### src/pcg_pkg.sv
// ----------------------------------------------------------------------------
// pcg_pkg
// Shared types and constants of the palette color grading pipeline.
// ----------------------------------------------------------------------------
package pcg_pkg;

   // pipeline depth: input register up to output register
   localparam int NUM_STAGES = 8;

   // load enables and valid bits of every stage
   typedef struct packed {
      logic [NUM_STAGES-1:0] load;
      logic [NUM_STAGES-1:0] valid;
   } stage_ctl_type;

   typedef enum logic [1:0] {
      CSR_CONTRAST   = 2'd0,
      CSR_SATURATION = 2'd1,
      CSR_BRIGHTNESS = 2'd2
   } csr_index_type;

   localparam logic [3:0] CONTRAST_RESET   = 4'd12;
   localparam logic [3:0] SATURATION_RESET = 4'd9;
   localparam logic [3:0] BRIGHTNESS_RESET = 4'd7;

   localparam logic [3:0] LEVEL_NEUTRAL    = 4'd7;
   localparam logic [7:0] BRIGHT_BASE      = 8'd203;

   // floor(x/3) = (x*171) >> 9 for x below 384
   localparam logic [7:0]  RECIP_3         = 8'd171;
   localparam int          RECIP_3_SHIFT   = 9;
   // floor(x/196) = (x*10700) >> 21 for x below 43690
   localparam logic [13:0] RECIP_196       = 14'd10700;
   localparam int          RECIP_196_SHIFT = 21;
   // half of 196, for rounding to nearest
   localparam logic [13:0] HALF_196        = 14'd98;

   localparam logic [6:0] CONTRAST_PEAK    = 7'd78;
   localparam logic [6:0] QUOTIENT_PEAK    = 7'd66;

   // round(16*m*(63-m)/3969), symmetric about 31.5
   function automatic logic [2:0] contrast_gain(logic [5:0] m);
      logic [5:0] mm;
      logic [2:0] gain;
      mm = (m > 6'd31) ? (6'd63 - m) : m;
      case (mm) inside
         [6'd0:6'd2]:   gain = 3'd0;
         [6'd3:6'd6]:   gain = 3'd1;
         [6'd7:6'd12]:  gain = 3'd2;
         [6'd13:6'd20]: gain = 3'd3;
         default:       gain = 3'd4;
      endcase
      return gain;
   endfunction

endpackage

### src/pcg_flow.sv
// ----------------------------------------------------------------------------
// pcg_flow
// Valid bits and per-stage load enables of the grading pipeline.
// ----------------------------------------------------------------------------
module pcg_flow (
   input  logic                  clock,
   input  logic                  reset,
   input  logic                  in_valid,
   output logic                  in_ready,
   output logic                  out_valid,
   input  logic                  out_ready,
   output pcg_pkg::stage_ctl_type ctl
);

   logic [pcg_pkg::NUM_STAGES-1:0] valid_ff;
   logic [pcg_pkg::NUM_STAGES-1:0] valid_in;
   logic [pcg_pkg::NUM_STAGES:0]   ready;

   // a stage takes new data when empty or when its item moves on
   always_comb begin
      ready[pcg_pkg::NUM_STAGES] = out_ready;
      for (int i = pcg_pkg::NUM_STAGES - 1; i >= 0; i--) begin
         ready[i] = !valid_ff[i] || ready[i+1];
      end
   end

   always_comb begin
      valid_in[0] = ready[0] ? in_valid : valid_ff[0];
      for (int i = 1; i < pcg_pkg::NUM_STAGES; i++) begin
         valid_in[i] = ready[i] ? valid_ff[i-1] : valid_ff[i];
      end
   end

   always_ff @(posedge clock) begin
      if (reset) begin
         valid_ff <= '0;
      end else begin
         valid_ff <= valid_in;
      end
   end

   assign in_ready  = ready[0];
   assign out_valid = valid_ff[pcg_pkg::NUM_STAGES-1];
   assign ctl.load  = ready[pcg_pkg::NUM_STAGES-1:0];
   assign ctl.valid = valid_ff;

endmodule

### src/palette_color_grading.sv
// ----------------------------------------------------------------------------
// palette_color_grading
// Grades one 6-bit RGB palette entry (contrast, saturation, brightness) and
// returns the 8-bit entry.
// ----------------------------------------------------------------------------
//  channel  | ports                                   | direction
//  ---------+-----------------------------------------+----------
//  req      | req_valid/req_ready, req_{red,green,blue}_in  | in
//  rsp      | rsp_valid/rsp_ready, rsp_{red,green,blue}_out | out
//  csr      | csr_wr_en, csr_index, csr_wr_data       | in
//
//  One item per cycle while rsp is not stalled; the accepting edge loads the
//  req item into the first of the eight register stages of the datapath, and
//  rsp_valid rises once the item reaches the last.
//  Reset clears all stage valid bits and loads the levels 12, 9 and 7.
//  A stalled rsp holds the last stage; earlier stages keep moving into empty
//  slots, so req_ready falls only when every stage holds an item.
// ----------------------------------------------------------------------------
module palette_color_grading (
   input  logic       clock,
   input  logic       reset,
   input  logic       req_valid,
   output logic       req_ready,
   input  logic [5:0] req_red_in,
   input  logic [5:0] req_green_in,
   input  logic [5:0] req_blue_in,
   output logic       rsp_valid,
   input  logic       rsp_ready,
   output logic [7:0] rsp_red_out,
   output logic [7:0] rsp_green_out,
   output logic [7:0] rsp_blue_out,
   input  logic       csr_wr_en,
   input  logic [1:0] csr_index,
   input  logic [3:0] csr_wr_data
);

   pcg_pkg::stage_ctl_type ctl;

   pcg_flow u_flow (
      .clock     (clock),
      .reset     (reset),
      .in_valid  (req_valid),
      .in_ready  (req_ready),
      .out_valid (rsp_valid),
      .out_ready (rsp_ready),
      .ctl       (ctl)
   );

   // ------------------------------------------------------------------
   // level registers
   // ------------------------------------------------------------------
   logic [3:0] contrast_ff, contrast_in;
   logic [3:0] saturation_ff, saturation_in;
   logic [3:0] brightness_ff, brightness_in;

   always_comb begin
      contrast_in   = contrast_ff;
      saturation_in = saturation_ff;
      brightness_in = brightness_ff;
      if (csr_wr_en) begin
         case (csr_index)
            pcg_pkg::CSR_CONTRAST:   contrast_in   = csr_wr_data;
            pcg_pkg::CSR_SATURATION: saturation_in = csr_wr_data;
            pcg_pkg::CSR_BRIGHTNESS: brightness_in = csr_wr_data;
            default: ;
         endcase
      end
   end

   always_ff @(posedge clock) begin
      if (reset) begin
         contrast_ff   <= pcg_pkg::CONTRAST_RESET;
         saturation_ff <= pcg_pkg::SATURATION_RESET;
         brightness_ff <= pcg_pkg::BRIGHTNESS_RESET;
      end else begin
         contrast_ff   <= contrast_in;
         saturation_ff <= saturation_in;
         brightness_ff <= brightness_in;
      end
   end

   logic signed [4:0] contrast_trim;
   logic signed [4:0] saturation_trim;
   logic        [7:0] bright_factor;

   assign contrast_trim   = $signed({1'b0, contrast_ff}) - $signed({1'b0, pcg_pkg::LEVEL_NEUTRAL});
   assign saturation_trim = $signed({1'b0, saturation_ff})
                            - $signed({1'b0, pcg_pkg::LEVEL_NEUTRAL});
   assign bright_factor   = pcg_pkg::BRIGHT_BASE - {4'b0, brightness_ff};

   // ------------------------------------------------------------------
   // stage 0: capture entry, contrast gain from the peak component
   // ------------------------------------------------------------------
   logic [5:0] s0_chan_ff [3];
   logic [5:0] s0_chan_in [3];
   logic [2:0] s0_gain_ff, s0_gain_in;
   logic [5:0] s0_peak;

   always_comb begin
      s0_chan_in[0] = req_red_in;
      s0_chan_in[1] = req_green_in;
      s0_chan_in[2] = req_blue_in;
      s0_peak = (req_red_in > req_green_in) ? req_red_in : req_green_in;
      s0_peak = (s0_peak > req_blue_in) ? s0_peak : req_blue_in;
      s0_gain_in = pcg_pkg::contrast_gain(s0_peak);
   end

   always_ff @(posedge clock) begin
      if (ctl.load[0]) begin
         s0_chan_ff <= s0_chan_in;
         s0_gain_ff <= s0_gain_in;
      end
   end

   // ------------------------------------------------------------------
   // stage 1: component times gain
   // ------------------------------------------------------------------
   logic [5:0] s1_chan_ff [3];
   logic [8:0] s1_prod_ff [3];
   logic [8:0] s1_prod_in [3];

   always_comb begin
      for (int i = 0; i < 3; i++) begin
         s1_prod_in[i] = 9'(s0_chan_ff[i]) * 9'(s0_gain_ff);
      end
   end

   always_ff @(posedge clock) begin
      if (ctl.load[1]) begin
         s1_chan_ff <= s0_chan_ff;
         s1_prod_ff <= s1_prod_in;
      end
   end

   // ------------------------------------------------------------------
   // stage 2: contrast, offset truncated toward zero
   // ------------------------------------------------------------------
   logic        [6:0]  s2_con_ff [3];
   logic        [6:0]  s2_con_in [3];
   logic signed [11:0] s2_scaled [3];
   logic        [11:0] s2_mag    [3];
   logic        [4:0]  s2_shift  [3];
   logic signed [7:0]  s2_offset [3];
   logic signed [7:0]  s2_sum    [3];

   always_comb begin
      for (int i = 0; i < 3; i++) begin
         s2_scaled[i] = $signed({3'b0, s1_prod_ff[i]}) * contrast_trim;
         s2_mag[i]    = s2_scaled[i][11] ? 12'(-s2_scaled[i]) : 12'(s2_scaled[i]);
         s2_shift[i]  = 5'(s2_mag[i] >> 7);
         s2_offset[i] = s2_scaled[i][11] ? -$signed({3'b0, s2_shift[i]})
                                         : $signed({3'b0, s2_shift[i]});
         s2_sum[i]    = $signed({2'b0, s1_chan_ff[i]}) + s2_offset[i];
         s2_con_in[i] = s2_sum[i][6:0];
      end
   end

   always_ff @(posedge clock) begin
      if (ctl.load[2]) begin
         s2_con_ff <= s2_con_in;
      end
   end

   // ------------------------------------------------------------------
   // stage 3: integer mean of the three components
   // ------------------------------------------------------------------
   logic [6:0]  s3_con_ff [3];
   logic [6:0]  s3_avg_ff, s3_avg_in;
   logic [7:0]  s3_total;
   logic [15:0] s3_recip;

   always_comb begin
      s3_total  = 8'(s2_con_ff[0]) + 8'(s2_con_ff[1]) + 8'(s2_con_ff[2]);
      s3_recip  = 16'(s3_total) * 16'(pcg_pkg::RECIP_3);
      s3_avg_in = 7'(s3_recip >> pcg_pkg::RECIP_3_SHIFT);
   end

   always_ff @(posedge clock) begin
      if (ctl.load[3]) begin
         s3_con_ff <= s2_con_ff;
         s3_avg_ff <= s3_avg_in;
      end
   end

   // ------------------------------------------------------------------
   // stage 4: saturation around the mean, rounded, clamped
   // ------------------------------------------------------------------
   logic        [5:0]  s4_sat_ff [3];
   logic        [5:0]  s4_sat_in [3];
   logic signed [7:0]  s4_diff   [3];
   logic signed [10:0] s4_scaled [3];
   logic        [10:0] s4_mag    [3];
   logic        [6:0]  s4_rmag   [3];
   logic signed [9:0]  s4_round  [3];
   logic signed [9:0]  s4_sum    [3];

   always_comb begin
      for (int i = 0; i < 3; i++) begin
         s4_diff[i]   = $signed({1'b0, s3_con_ff[i]}) - $signed({1'b0, s3_avg_ff});
         s4_scaled[i] = s4_diff[i] * saturation_trim;
         s4_mag[i]    = s4_scaled[i][10] ? 11'(-s4_scaled[i]) : 11'(s4_scaled[i]);
         s4_rmag[i]   = 7'((s4_mag[i] + 11'd4) >> 3);
         s4_round[i]  = s4_scaled[i][10] ? -$signed({3'b0, s4_rmag[i]})
                                         : $signed({3'b0, s4_rmag[i]});
         s4_sum[i]    = $signed({3'b0, s3_con_ff[i]}) + s4_round[i];
         if (s4_sum[i] < 10'sd0) begin
            s4_sat_in[i] = 6'd0;
         end else if (s4_sum[i] > 10'sd63) begin
            s4_sat_in[i] = 6'd63;
         end else begin
            s4_sat_in[i] = s4_sum[i][5:0];
         end
      end
   end

   always_ff @(posedge clock) begin
      if (ctl.load[4]) begin
         s4_sat_ff <= s4_sat_in;
      end
   end

   // ------------------------------------------------------------------
   // stage 5: distance from white times brightness factor, dark test
   // ------------------------------------------------------------------
   logic [13:0] s5_dist_ff [3];
   logic [13:0] s5_dist_in [3];
   logic        s5_dark_ff, s5_dark_in;
   logic [1:0]  s5_mlo_ff, s5_mlo_in;
   logic [5:0]  s5_peak;

   always_comb begin
      s5_peak = (s4_sat_ff[0] > s4_sat_ff[1]) ? s4_sat_ff[0] : s4_sat_ff[1];
      s5_peak = (s5_peak > s4_sat_ff[2]) ? s5_peak : s4_sat_ff[2];
      s5_dark_in = (s5_peak < 6'd3);
      s5_mlo_in  = s5_peak[1:0];
      for (int i = 0; i < 3; i++) begin
         s5_dist_in[i] = 14'(7'd64 - {1'b0, s4_sat_ff[i]}) * 14'(bright_factor);
      end
   end

   always_ff @(posedge clock) begin
      if (ctl.load[5]) begin
         s5_dist_ff <= s5_dist_in;
         s5_dark_ff <= s5_dark_in;
         s5_mlo_ff  <= s5_mlo_in;
      end
   end

   // ------------------------------------------------------------------
   // stage 6: divide by 196 with rounding, by reciprocal
   // ------------------------------------------------------------------
   logic [6:0]  s6_quo_ff [3];
   logic [6:0]  s6_quo_in [3];
   logic [13:0] s6_biased [3];
   logic [27:0] s6_recip  [3];
   logic        s6_dark_ff;
   logic [1:0]  s6_mlo_ff;

   always_comb begin
      for (int i = 0; i < 3; i++) begin
         s6_biased[i] = s5_dist_ff[i] + pcg_pkg::HALF_196;
         s6_recip[i]  = 28'(s6_biased[i]) * 28'(pcg_pkg::RECIP_196);
         s6_quo_in[i] = 7'(s6_recip[i] >> pcg_pkg::RECIP_196_SHIFT);
      end
   end

   always_ff @(posedge clock) begin
      if (ctl.load[6]) begin
         s6_quo_ff  <= s6_quo_in;
         s6_dark_ff <= s5_dark_ff;
         s6_mlo_ff  <= s5_mlo_ff;
      end
   end

   // ------------------------------------------------------------------
   // stage 7: level, dark scaling, clamp, times four
   // ------------------------------------------------------------------
   // trunc(level*m/3) for a peak below 3; negatives clamp to zero later
   function automatic logic signed [7:0] dark_scale(logic signed [7:0] level,
                                                    logic [1:0] m_lo);
      logic signed [7:0] scaled;
      scaled = 8'sd0;
      case (m_lo)
         2'd1: begin
            scaled = (level >= 8'sd3) ? 8'sd1 : 8'sd0;
         end
         2'd2: begin
            if (level >= 8'sd5) begin
               scaled = 8'sd3;
            end else if (level >= 8'sd3) begin
               scaled = 8'sd2;
            end else if (level == 8'sd2) begin
               scaled = 8'sd1;
            end
         end
         default: scaled = 8'sd0;
      endcase
      return scaled;
   endfunction

   logic        [7:0] s7_out_ff [3];
   logic        [7:0] s7_out_in [3];
   logic signed [7:0] s7_level  [3];
   logic signed [7:0] s7_final  [3];

   always_comb begin
      for (int i = 0; i < 3; i++) begin
         s7_level[i] = 8'sd64 - $signed({1'b0, s6_quo_ff[i]});
         s7_final[i] = s6_dark_ff ? dark_scale(s7_level[i], s6_mlo_ff) : s7_level[i];
         if (s7_final[i] < 8'sd0) begin
            s7_out_in[i] = 8'd0;
         end else if (s7_final[i] > 8'sd63) begin
            s7_out_in[i] = {6'd63, 2'b00};
         end else begin
            s7_out_in[i] = {s7_final[i][5:0], 2'b00};
         end
      end
   end

   always_ff @(posedge clock) begin
      if (ctl.load[7]) begin
         s7_out_ff <= s7_out_in;
      end
   end

   assign rsp_red_out   = s7_out_ff[0];
   assign rsp_green_out = s7_out_ff[1];
   assign rsp_blue_out  = s7_out_ff[2];

   // ------------------------------------------------------------------
   // assertions
   // ------------------------------------------------------------------
   // the pipeline backs up only behind a stalled result
   assert property (@(posedge clock) disable iff (reset)
      !req_ready |-> (rsp_valid && !rsp_ready))
      else $error("req_ready low without a stalled result");

   // contrast result stays within its unclamped range
   assert property (@(posedge clock) disable iff (reset)
      ctl.valid[2] |-> (s2_con_ff[0] <= pcg_pkg::CONTRAST_PEAK)
                    && (s2_con_ff[1] <= pcg_pkg::CONTRAST_PEAK)
                    && (s2_con_ff[2] <= pcg_pkg::CONTRAST_PEAK))
      else $error("contrast stage out of range");

   // rounded brightness quotient never exceeds its bound
   assert property (@(posedge clock) disable iff (reset)
      ctl.valid[6] |-> (s6_quo_ff[0] <= pcg_pkg::QUOTIENT_PEAK)
                    && (s6_quo_ff[1] <= pcg_pkg::QUOTIENT_PEAK)
                    && (s6_quo_ff[2] <= pcg_pkg::QUOTIENT_PEAK))
      else $error("brightness quotient out of range");

endmodule
### config.mk
export PLATFORM = sky130hd
export DESIGN_NAME = palette_color_grading
export DESIGN_NICKNAME = d
export VERILOG_FILES = /design/src/pcg_pkg.sv /design/src/pcg_flow.sv /design/src/palette_color_grading.sv
export SDC_FILE = /design/constraint.sdc
export NUM_CORES = 2
export LEC_CHECK = 0
export ABC_CLOCK_PERIOD_IN_PS = 10140
export BUFFER_PORTS_ARGS = -buffer_cell sky130_fd_sc_hd__buf_2
export CORE_UTILIZATION = 60
export CTS_BUF_LIST = sky130_fd_sc_hd__clkbuf_4 sky130_fd_sc_hd__clkbuf_8 sky130_fd_sc_hd__clkbuf_16
export DETAILED_ROUTE_END_ITERATION = 8
export PLACE_DENSITY = 0.79
export SLEW_MARGIN = 30
export SYNTH_ARGS = -nofsm -noshare
export SYNTH_HDL_FRONTEND = slang
export SYNTH_SLANG_ARGS = --single-unit
### constraint.sdc
create_clock -name clock -period 10.14 [get_ports clock]
set_input_delay 1.014 -clock clock [delete_from_list [all_inputs] [get_ports clock]]
set_output_delay 1.014 -clock clock [all_outputs]
set_load 0.05 [all_outputs]
* After elaboration in Yosys (flattened, before gate mapping)
Cells that the tools add are included.
** Word-level totals
- Register bits after elaboration :: 246
- Bits of input ports :: 29
- Output and inout port bits :: 26
** Cells by class
- Add/subtract/negate cells :: 39
- $mul :: 16
- Order comparisons :: 32
- Eq/ne operators :: 7
- Multiplexer cells :: 44
- Reductions and logical operators :: 26
** Operator list (count)
- $mul A14 B12 Y26 const B :: 3
- $mux W10 :: 6
- $mux W6 :: 8
- $mux W8 :: 6
- $add A14 B7 Y14 const B :: 3
- $mul A8 B9 Y14 :: 3
- $mul A10 B5 Y12 :: 3
- $mux W12 :: 3
- $neg A12 Y12 :: 3
- $mul A8 B5 Y11 :: 3
- $add A10 B3 Y10 const B :: 3
- $add A8 B10 Y10 :: 3
- $gt A10 B7 Y1 const B :: 3
- $lt A10 B1 Y1 const B :: 3
- $neg A10 Y10 :: 3
- $neg A7 Y10 :: 3
- $mul A6 B3 Y9 :: 3
- $eq A8 B3 Y1 const B :: 3
- $ge A8 B3 Y1 const B :: 3
- $ge A8 B4 Y1 const B :: 3
- $gt A6 B6 Y1 :: 4
- $gt A8 B7 Y1 const B :: 3
- $lt A8 B1 Y1 const B :: 3
- $sub A7 B6 Y8 const A :: 3
- other kinds (34) :: 80

* Logic depth before layout (Yosys ltp)
- Depth after elaboration :: 11
- Depth in mapped cells :: 44

* Hierarchy
A second synthesis with hierarchy kept.
** Second synthesis, totals
- Cell total of the unflattened synthesis :: 3874
- Area, all modules :: 37624.8 um^2
** By module, submodules not included
- palette_color_grading :: times used 1, cells each 3835, area each 37270.7 um^2, seq. area each 6846.6 um^2
- pcg_flow :: times used 1, cells each 39, area each 354.1 um^2, seq. area each 160.2 um^2

* Least setup slack after synthesis
Ideal clock, no wire load.
- Path kind :: register -> register
- Start point :: register s3_con_ff[14] in the netlist's numbering
- End point :: register s4_sat_ff[13] in the netlist's numbering, data pin
- Data arrival time :: 9.264 ns
- Data required time :: 9.881 ns
- Slack :: 0.617 ns
- Cell stages (with the launch flop) :: 43
- Buffers on the path :: 4
- Period minus slack after synthesis :: 9.523 ns
- Path through :: edfxtp_1 -> inv_1 -> ha_1 -> inv_1 -> fa_1 -> a21o_1 -> a211oi_1 -> o21bai_1 -> nor2_1 -> fa_1 -> inv_1 -> fa_1 -> inv_1 -> fa_1 -> ha_1 -> a21o_1 -> and4_1 -> nor3_1 -> [... 7 more ...] -> clkbuf_1 -> maj3_1 -> nand2_1 -> and3_1 -> or3_1 -> clkbuf_1 -> a211o_1 -> a41oi_1 -> o21bai_1 -> xor2_1 -> ha_1 -> a21o_1 -> or3b_2 -> a32o_1 -> o31ai_1 -> nor3_1 -> o311a_2 -> o21bai_1
** On the way
- Longest elaborated chain between the ends :: 10
- Elaborated cells on any way between the ends :: 11
** RTL lines
- start: declaration :: RTL line palette_color_grading.sv:167 : logic [6:0] s3_con_ff [3];
- start signal: assignment :: RTL line palette_color_grading.sv:180 : s3_con_ff <= s2_con_ff;
- $sub A7 B7 Y8 :: RTL line palette_color_grading.sv:199 : s4_diff[i] = $signed({1'b0, s3_con_ff[i]}) - $signed({1'b0, s3_avg_ff});
- $mul A8 B5 Y11 :: RTL line palette_color_grading.sv:200 : s4_scaled[i] = s4_diff[i] * saturation_trim;
- $neg A10 Y10 :: RTL line palette_color_grading.sv:201 : s4_mag[i] = s4_scaled[i][10] ? 11'(-s4_scaled[i]) : 11'(s4_scaled[i]);
- $mux W10 :: RTL line palette_color_grading.sv:201
- $add A10 B3 Y10 :: RTL line palette_color_grading.sv:202 : s4_rmag[i] = 7'((s4_mag[i] + 11'd4) >> 3);
- $neg A7 Y10 :: RTL line palette_color_grading.sv:203 : s4_round[i] = s4_scaled[i][10] ? -$signed({3'b0, s4_rmag[i]})
- $mux W10 :: RTL line palette_color_grading.sv:203
- $add A8 B10 Y10 * :: RTL line palette_color_grading.sv:205 : s4_sum[i] = $signed({3'b0, s3_con_ff[i]}) + s4_round[i];
- $gt A10 B7 Y1 :: RTL line palette_color_grading.sv:208 : end else if (s4_sum[i] > 10'sd63) begin
- $mux W6 :: RTL line palette_color_grading.sv:208
- end signal: assignment :: RTL line palette_color_grading.sv:218 : s4_sat_ff <= s4_sat_in;
- end: declaration :: RTL line palette_color_grading.sv:188 : logic [5:0] s4_sat_ff [3];
Every way passes the cells marked *; elsewhere a longest branch is shown, timed or not.
A chain may end at the register's enable or synchronous reset.

* Worst setup path in the final report
Ends and elaborated chain as after synthesis.

==> run summary <==
status: completed
clk slew on worst S/H paths: 0.06 ns
Detailed Route WL: 74.37 mm
synthesis-to-layout area growth: 5.953%
GR Util All Layers: 0.2415
final design utilization: 0.6467
Starting Density: 0.6104
data arrival time of the critical path: 9.84 ns
post-synthesis register bit count: 240
Nets: 5,056
f_max: 0.1052 GHz
Post-Synthesis Cells: 3,902
# fillers: 4,846
Reg2Reg Depth: 38
initial antenna violation count: 0
Hold Buf Count CTS: 0
total grt overflow: 0
final setup TNS: 0 ns
drt drc: 0
DR top layer: met4
top_reg_cell synth: edfxtp_1
routability congestion estimate: 0.9123
minimum clock period after layout: 9.507 ns
DR pass1 iterations: 5
Final Setup Violations: 0
Max Slew Vio Count: 0
die height: 253.2 µm
post-synthesis sequential area ratio: 0.1850
vias in the first global route: 26,900
CTS buffer count: 30
CTS tree: done
Slew @ Worst Pin: 0.9454 ns
Clock Path Buffers: 3
Metal-1 WL: 33.23 mm
Avg Cell Area, Syn: 9.707 µm²
CP peak stage delay: 0.52 ns
num rows: 91
Yosys top cell area share: 0.2233
post-synthesis async set-or-reset flop share: 0
CP max FO: 7
post-synthesis cell area: 0.03788 mm²
Setup CP Type: flip-flop to flip-flop
met2 WL: 36.31 mm
Skew-Pair Late Insertion Delay: 0.59 ns
dpl hpwl: 61.44 mm
H-tree depth: 1
Area contributors post-synth: ha_1 22%, fa_1 22%, edfxtp_1 17%
Antenna Cells: 0
die width: 253.2 µm
Post-Route Skew: 0.02379 ns
cell with the most instances after synthesis: inv_1
Place WS: 0.5354 ns
Slowest cell on crit path: fa_1
area occupied by multi-input gates: 0.02802 mm²
pin count of the biggest net entering global routing: 48
Slew headroom: 0.3691
CP Launch Type: flip-flop
Cell variety after synth: 99
Req. time, crit path: 10.47 ns
CTS Root Cell: clkbuf_16
Period Utilization, post-route: 0.9376
clk sinks: 240
first-pass GRT wire length: 127.4 mm
YS warnings: 0
smallest setup slack after layout: 0.6327 ns
maxcap violations: 0
vias per cell: 5.468
WL met3: 3.011 mm
Tightest Hold Check Type: flip-flop to flip-flop
initial drt markers: 1,318
area leader, netlist: ha_1
number of synthesized flops with an enable pin: 220
RSZ-0062 raised after global routing: no
Port-buffer cells: 48
antenna-violating nets left: 0
final hold viol count: 0
Vias: 26,266
WHS Path Cells: 0
io pins: 55
Setup crit end kind: flip-flop
register area: 0.007007 mm²
drt wl/cell: 15.48 µm
Commonest cells post-synth: 700 x inv_1, 676 x ha_1, 407 x fa_1
Core ar.: 0.06205 mm²
share of layout cells above drive strength 1: 0.04689
Die ar.: 0.06413 mm²
[layout make-up]
type,count,share of cell area
Clock buffer,42,0.02301
Tap cell,837,0.02610
Timing Repair Buffer,66,0.009354
Clock inverter,13,0.002868
Inverter,703,0.06576
Sequential cell,240,0.1746
Multi-Input combinational cell,2903,0.6983
[worst max-delay path, delay by kind of cell (launching register included)]
kind                     cells  cell delay (ns)
AO/OA/AOI/OAI               13             2.67
XOR/XNOR                     3             0.71
adder cells (fa/ha/maj)      9             3.28
buffers and inverters        4             0.24
flip-flops                   1             0.39
AND/OR/NAND/NOR              9             1.95
[routing by layer]
layer,up-vias,track usage
li1,12934,-
met1,12722,0.3159
met2,515,0.4266
met3,95,0.02426
met4,0,0.06216
met5,-,0
[state kept, by name, summed over array words and instances, names as in the netlist, 3 cells and up]
| name | count |
|---|---|
| u_flow.valid_ff | 8 |
| s6_quo_ff | 21 |
| s0_gain_ff | 3 |
| s1_prod_ff | 27 |
| rsp_blue_out | 6 |
| s1_chan_ff | 18 |
| s0_chan_ff | 18 |
| rsp_red_out | 6 |
| s4_sat_ff | 18 |
| rsp_green_out | 6 |
| s5_dist_ff | 42 |
| s3_avg_ff | 7 |
| s3_con_ff | 21 |
| contrast_ff | 4 |
| s2_con_ff | 21 |
| brightness_ff | 4 |
| saturation_ff | 4 |
[stage by stage]
step                      hold slack [ns]  instance area, µm²  std cells
after detailed placement           0.4065               39030       4747
final                              0.4191               40130       4804
after floorplan                    0.4003               37910       3910
after global routing               0.4363               40130       4804
after CTS                          0.4197               40070       4802
after global placement             0.4013               39030       4747
[kinds of logic after synthesis]
logic type                 share of synthesized area
muxes                                       0.007532
buffers and inverters                        0.07757
xor gates and xnor gates                     0.07945
adders and majority gates                     0.4390
DFF                                           0.1850
and+or+nand+nor                               0.1208
other                                     0.00009901
AOI/OAI and AO/OA                            0.09058
[layout by cell type (no fill, tap or decap), types with 14 or more instances in the layout]
cell         n
a21oi_1    163
dfxtp_1     20
nand3_1     35
xnor2_1    225
ha_1       675
nand2_1    211
nor3_1      57
buf_4       18
clkbuf_16   34
mux2i_1     15
buf_2       48
o21ai_0     69
fa_1       407
and2_1     100
nor2b_1     64
a31oi_1     20
or3_1       14
and3_1      20
o21bai_1    55
xor2_1     103
edfxtp_1   220
or2_2       15
a21o_1      65
nor2_1     284
nand2b_1    63
inv_1      700
o21a_1      41
[worst paths after layout]
check                 from            end  slack [ns]
min reg2reg   s5_mlo_ff[1]   s6_mlo_ff[1]        0.42
max          s3_con_ff[14]  s4_sat_ff[13]        0.63
max reg2reg  s3_con_ff[14]  s4_sat_ff[13]        0.63
min           s5_mlo_ff[1]   s6_mlo_ff[1]        0.42
[what timing repair did]
item | 4_1_cts | 5_1_grt
endpoints found under the setup margin | 0 | 18
buffers inserted | 0 | 2
gates resized for setup | 0 | 7
Power is not shown: default switching activity piles up to over one toggle a cycle in this logic, so the estimate is an artifact.
